`config.mk`:
```
export PLATFORM = sky130hd
export DESIGN_NAME = tmcw_sweep
export DESIGN_NICKNAME = d
export VERILOG_FILES = /design/src/hw/rtl/tmcw_pkg.sv /design/src/hw/rtl/tmcw_sweep.sv
export SDC_FILE = /design/constraint.sdc
export NUM_CORES = 1
export LEC_CHECK = 0
export BUFFER_PORTS_ARGS = -buffer_cell sky130_fd_sc_hd__buf_2
export CAP_MARGIN = 20
export CORE_ASPECT_RATIO = 1.25
export CORE_MARGIN = 3
export CORE_UTILIZATION = 52
export DETAILED_ROUTE_END_ITERATION = 8
export PLACE_DENSITY = 0.84
export SYNTH_ARGS = -nofsm -noshare
export SYNTH_HDL_FRONTEND = slang
export SYNTH_SLANG_ARGS = --single-unit
```
`constraint.sdc`:
```
create_clock -name clk -period 6.4 [get_ports clk]
set_clock_uncertainty 0.2 [all_clocks]
set_input_delay 0.96 -clock clk [delete_from_list [all_inputs] [get_ports clk]]
set_output_delay 0.96 -clock clk [all_outputs]
set_load 0.1 [all_outputs]
```
`src/hw/rtl/tmcw_pkg.sv`:
```
// Shared constants, operation codes and memory request types of the text-mode
// console writer. No dependencies.
`default_nettype none

package tmcw_pkg;

  localparam int COLUMNS = 80;
  localparam int ROWS    = 25;
  localparam int CELLS   = COLUMNS * ROWS;

  // Cell store address and sweep source widths (source may run one screen past the end)
  localparam int AW = $clog2(CELLS);
  localparam int SW = $clog2(2 * CELLS + 1);

  localparam int CELL_W = 16;
  localparam int COL_W  = 7;
  localparam int ROW_W  = 5;
  localparam int ADR_W  = 11;

  localparam logic [CELL_W-1:0] BLANK_CELL   = 16'h0700;
  localparam logic [CELL_W-1:0] NEWLINE_CELL = 16'h0020;
  localparam logic [7:0]        NEWLINE_CODE = 8'd10;

  localparam logic [1:0] OP_PUT   = 2'd0;
  localparam logic [1:0] OP_SETPOS = 2'd1;
  localparam logic [1:0] OP_CLEAR = 2'd2;
  localparam logic [1:0] OP_READ  = 2'd3;

  typedef struct packed {
    logic          en;
    logic [AW-1:0] addr;
  } mem_rd_t;

  typedef struct packed {
    logic              en;
    logic [AW-1:0]     addr;
    logic [CELL_W-1:0] data;
  } mem_wr_t;

endpackage

`default_nettype wire

```
`src/hw/rtl/tmcw_sweep.sv`:
```
// Scroll and clear engine: walks every cell, copying from a fixed offset ahead
// or filling blank where the source lies past the screen. Depends on tmcw_pkg.
`default_nettype none

module tmcw_sweep (
  input  wire logic                       clk,
  input  wire logic                       rst,
  input  wire logic                       start,
  input  wire logic [tmcw_pkg::SW-1:0]    offset,
  input  wire logic [tmcw_pkg::CELL_W-1:0] rdata,
  output tmcw_pkg::mem_rd_t               rd,
  output tmcw_pkg::mem_wr_t               wr,
  output logic                            busy
);

  logic                     active;
  logic [tmcw_pkg::AW-1:0]  dst;
  logic [tmcw_pkg::SW-1:0]  off;
  logic                     pend;
  logic [tmcw_pkg::AW-1:0]  pend_dst;
  logic                     pend_mem;
  logic [tmcw_pkg::SW-1:0]  src;
  logic                     src_in;

  assign src    = tmcw_pkg::SW'(dst) + off;
  assign src_in = (src < tmcw_pkg::SW'(tmcw_pkg::CELLS));

  assign rd.en   = active && src_in;
  assign rd.addr = src[tmcw_pkg::AW-1:0];

  assign wr.en   = pend;
  assign wr.addr = pend_dst;
  assign wr.data = pend_mem ? rdata : tmcw_pkg::BLANK_CELL;

  assign busy = active || pend;

  // Reset starts a full blank pass
  always_ff @(posedge clk) begin
    if (rst) begin
      active <= 1'b1;
      dst    <= '0;
      off    <= tmcw_pkg::SW'(tmcw_pkg::CELLS);
      pend   <= 1'b0;
    end else begin
      pend <= active;
      if (start) begin
        active <= 1'b1;
        dst    <= '0;
        off    <= offset;
      end else if (active) begin
        if (dst == tmcw_pkg::AW'(tmcw_pkg::CELLS - 1)) begin
          active <= 1'b0;
        end else begin
          dst <= dst + 1'b1;
        end
      end
    end
  end

  always_ff @(posedge clk) begin
    pend_dst <= dst;
    pend_mem <= src_in;
  end

endmodule

`default_nettype wire

```
# Word-level counts from Yosys, hierarchy flattened
# Cells that the tools add are included.
[op_classes]
n_addsub = 2
order_cmp = 1
n_eq_ne = 1
n_mux = 3
bitwise_logic = 1
n_reduce_logical = 4
[ops]
columns = ["op", "n"]
rows = [
  ["16-bit 2-to-1 mux", 1],
  ["11-bit by 12-bit adder with 12-bit output", 1],
  ["12-bit by 11-bit < comparator with 1-bit output (second input constant)", 1],
  ["11-bit by 1-bit adder with 11-bit output (second input constant)", 1],
  ["11-bit equality test (second input constant)", 1],
  ["1-bit 2-to-1 mux", 2],
  ["2-bit AND reduction", 1],
  ["2-bit OR reduction", 1],
  ["1-bit logical AND", 1],
  ["1-bit logical OR", 1],
  ["1-bit NOT", 1],
]
[word_totals]
register_bits = 37
in_bits = 31
output_inout_bits = 41
word_cells = 18

# Depth between registers and ports, before layout
[depth]
word_depth = 3
depth_mapped = 9
ltp_nobuf = 9

# Worst setup path before layout
# No wires, ideal clock.
[synth_path]
path_type = "register to output"
startpoint = "reg dst[3] (netlist bit)"
endpoint = "out rd[11] (netlist bit)"
t_arrival_ns = 4.294
t_required_ns = 5.240
path_slack_ns = 0.946
path_stages_with_launch = 8
n_path_buf = 0
cell_sequence = "dfxtp_1 -> ha_1 -> and3_1 -> a2111o_1 -> a31oi_4 -> o21bai_1 -> xor2_1 -> a311oi_2"
[synth_lines]
columns = ["element", "line", "rtl"]
rows = [
  ["from (decl)", "tmcw_sweep.sv:17", "logic [tmcw_pkg::AW-1:0] dst;"],
  ["from (signal assigned)", "tmcw_sweep.sv:54", "dst <= dst + 1'b1;"],
  ["to (decl)", "tmcw_sweep.sv:11", "output tmcw_pkg::mem_rd_t rd,"],
]

==> results_dict.tcl <==
set metrics [dict create \
    status "finished clean" \
    synth_edf_count 0 \
    postCtsSetupBuffers 0 \
    hold_path.class "reg -> reg" \
    ys_ff_latch 37 \
    worst_path_max_delay_cell "buf_2" \
    worstHoldStart "dst[9]" \
    synthTopCellsByArea "dfxtp_1 39%, ha_1 7.9%, nor2_1 4.7%, and2_1 4.6%, xor2_1 4.6%" \
    r2r_slack_ns 3.87 \
    setup.worst_path.class "reg -> out" \
    clk_pin_slew_ns 0.07 \
    worstHoldEndpoint "pend_dst[9]" \
    cp_max_fo 5 \
    cts_resized 0 \
    synthFlopType "dfxtp_1" \
    place.gp.congestion 0.843 \
    die_area_mm2 0.00444 \
    io_buffers 71 \
    htreeDepth 2 \
    cts_buffer_depth 2 \
    syn-cell-area_mm2 0.00191 \
    hold_viol 0 \
    yosys.area.top_type_share 0.388 \
    grt_usage 0.178 \
    grt_pass1_wl_mm 5.99 \
    holdWs_ns 0.213 \
    drv_slew 0 \
    synth_nets 250 \
    cts-root-buf "clkbuf_8" \
    fillCellCount 320 \
    vias 1668 \
    period_share 0.661 \
    fmax_ghz 0.236 \
    post_drt_wl_per_cell_um 12.0 \
    cts_sinks 37 \
    drt_iter0_markers 32 \
    ir_drop_v 0.000206 \
    row_count 24 \
    grt_start_max_net_pins 20 \
    wirelength_mm 3.81 \
    maxCapViolations 0 \
    holdBufCountCts 0 \
    netlist_instances 206 \
    finalNetCount 322 \
    hold_depth 0 \
    dieWidth_um 60.2 \
    slew_headroom 0.615 \
    avgSynthCellArea_um2 9.27 \
    cp.required_ns 5.24 \
    via_per_inst 5.25 \
    grt_overflow 0 \
    ant_nets 0 \
    synth_top_area_cell "dfxtp_1" \
    start_kind "flip-flop" \
    yosysMostFrequentCell "dfxtp_1" \
    setup_viol 0 \
    dr.pass1.iters 4 \
    start_util 0.543 \
    power_mw 0.608 \
    p_leak_nw 1.14 \
    yosysSeqAreaShare 0.388 \
    synthToLayoutAreaGrowth_pct 24.3 \
    yosys_warnings 0 \
    r2r_start "dst[3]" \
    cts_tree "yes" \
    end_kind "primary output" \
    antenna_found_initial 0 \
    drc 0 \
    layout-drive-gt1-share 0.312 \
    rsz0062_at_grt "no" \
    ys_types 41 \
    min_period_ns 4.23 \
    io_pins 72 \
    setup_tns_ns 0 \
    fp.dieH_um 73.8 \
    grt_pass1_vias 1429 \
    async_reset_ff_frac 0 \
    worstReg2RegEnd "pend_mem" \
    post_synth_most_frequent_cells "37 x dfxtp_1, 24 x nor2_1, 14 x and2_1, 12 x ha_1" \
    clock_latency_ns 0.28 \
    coreArea_mm2 0.00351 \
    dp_hpwl_mm 3.04 \
    cp_cell_sequence "ha_1 -> inv_1 -> fa_1 -> nor2b_1 -> o211ai_1 -> a31oi_1 -> nor3_1 -> a211o_1 -> a311oi_2 -> buf_2" \
    critical_path_arrival_ns 3.07 \
    tightest_slew_ns 0.574 \
    power_density_mw_per_mm2 256 \
    reg2reg_depth 7 \
    insertedDiodeCount 0 \
    critPathMaxStageDelay_ns 0.46 \
    numCtsBuffers 5 \
]
critical path: cells and delay by family, from the launching register on:
family                     cells  cell delay [ns]
AOI/OAI and AO/OA              4             1.00
adders and majority gates      2             0.59
buffers and inverters          2             0.51
DFF                            1             0.43
and+or+nand+nor                2             0.26
cells by family after synthesis:
logic type / after synthesis / share of synthesized area
xor+xnor: 19 / 0.0872
fa+ha+maj: 13 / 0.0891
buf+inv: 16 / 0.0334
compound gates: 38 / 0.151
mux: 7 / 0.0367
flops: 37 / 0.388
simple gates: 76 / 0.214
report_power, final:
group	switching, mW	internal (mW)	total, mW
clock	0.0798	0.0750	0.155
combinational	0.167	0.0414	0.209
sequential	0.00641	0.238	0.244
total	0.254	0.354	0.608
area by class of cell:
| type | instances | area (um2) | area share |
|---|---|---|---|
| repair buffers | 71 | 355 | 0.150 |
| flip-flops and latches | 37 | 741 | 0.312 |
| inverters | 10 | 37.5 | 0.0158 |
| well taps | 39 | 48.8 | 0.0206 |
| clock inverters | 3 | 17.5 | 0.00738 |
| multi-input cells | 153 | 1100 | 0.465 |
| clock buffers | 5 | 68.8 | 0.0290 |
per-layer routing:
metal | track usage | wire length [um] | vias up
met1 | 0.204 | 1540 | 733
met4 | 0.116 | 131 | 0
met5 | 0 | 0 | -
met3 | 0.0334 | 290 | 12
li1 | - | - | 853
met2 | 0.293 | 1850 | 70
state kept, by name (all words and copies together), names as in the netlist:
signal	flops
dst	11
pend_mem	1
off	12
pend_dst	11
pend	1
active	1
worst max-delay path by stage:
stage	from	endpoint	slack (ns)	cells past startpoint
2_1_floorplan	dst[3]	rd[11]	0.95	7
3_3_place_gp	dst[0]	rd[11]	2.56	10
3_5_place_dp	dst[0]	rd[11]	2.48	10
4_1_cts	dst[0]	rd[11]	2.18	10
5_1_grt	dst[0]	rd[11]	1.98	10
6_report	dst[0]	rd[11]	2.17	10
metrics by stage:
stage	cell area, um2	util	cells	setup slack [ns]
final	2370	0.676	318	2.17
after global routing	2370	0.676	318	1.98
after CTS	2370	0.676	318	2.18
after detailed placement	2290	0.651	310	2.48
after global placement	2290	0.651	310	2.56
after floorplan	1910	-	206	0.946
placed cells by master (no fill, tap or decap), types with 2 or more instances in the layout:
| master | count |
|---|---|
| dfxtp_1 | 37 |
| nand3_1 | 3 |
| xor2_1 | 10 |
| nand2b_1 | 6 |
| a211o_1 | 8 |
| mux2i_1 | 7 |
| nand4_1 | 3 |
| a21oi_1 | 8 |
| and2_1 | 14 |
| ha_1 | 12 |
| o21ai_0 | 6 |
| a31oi_1 | 2 |
| a21o_1 | 3 |
| or2_2 | 3 |
| and3_1 | 2 |
| nor2b_1 | 7 |
| nand2_1 | 5 |
| nor2_1 | 24 |
| xnor2_1 | 9 |
| buf_2 | 71 |
| inv_1 | 10 |
| or3_1 | 3 |
| clkinv_2 | 2 |
| clkbuf_8 | 5 |
(Power assumes the default switching activity.)
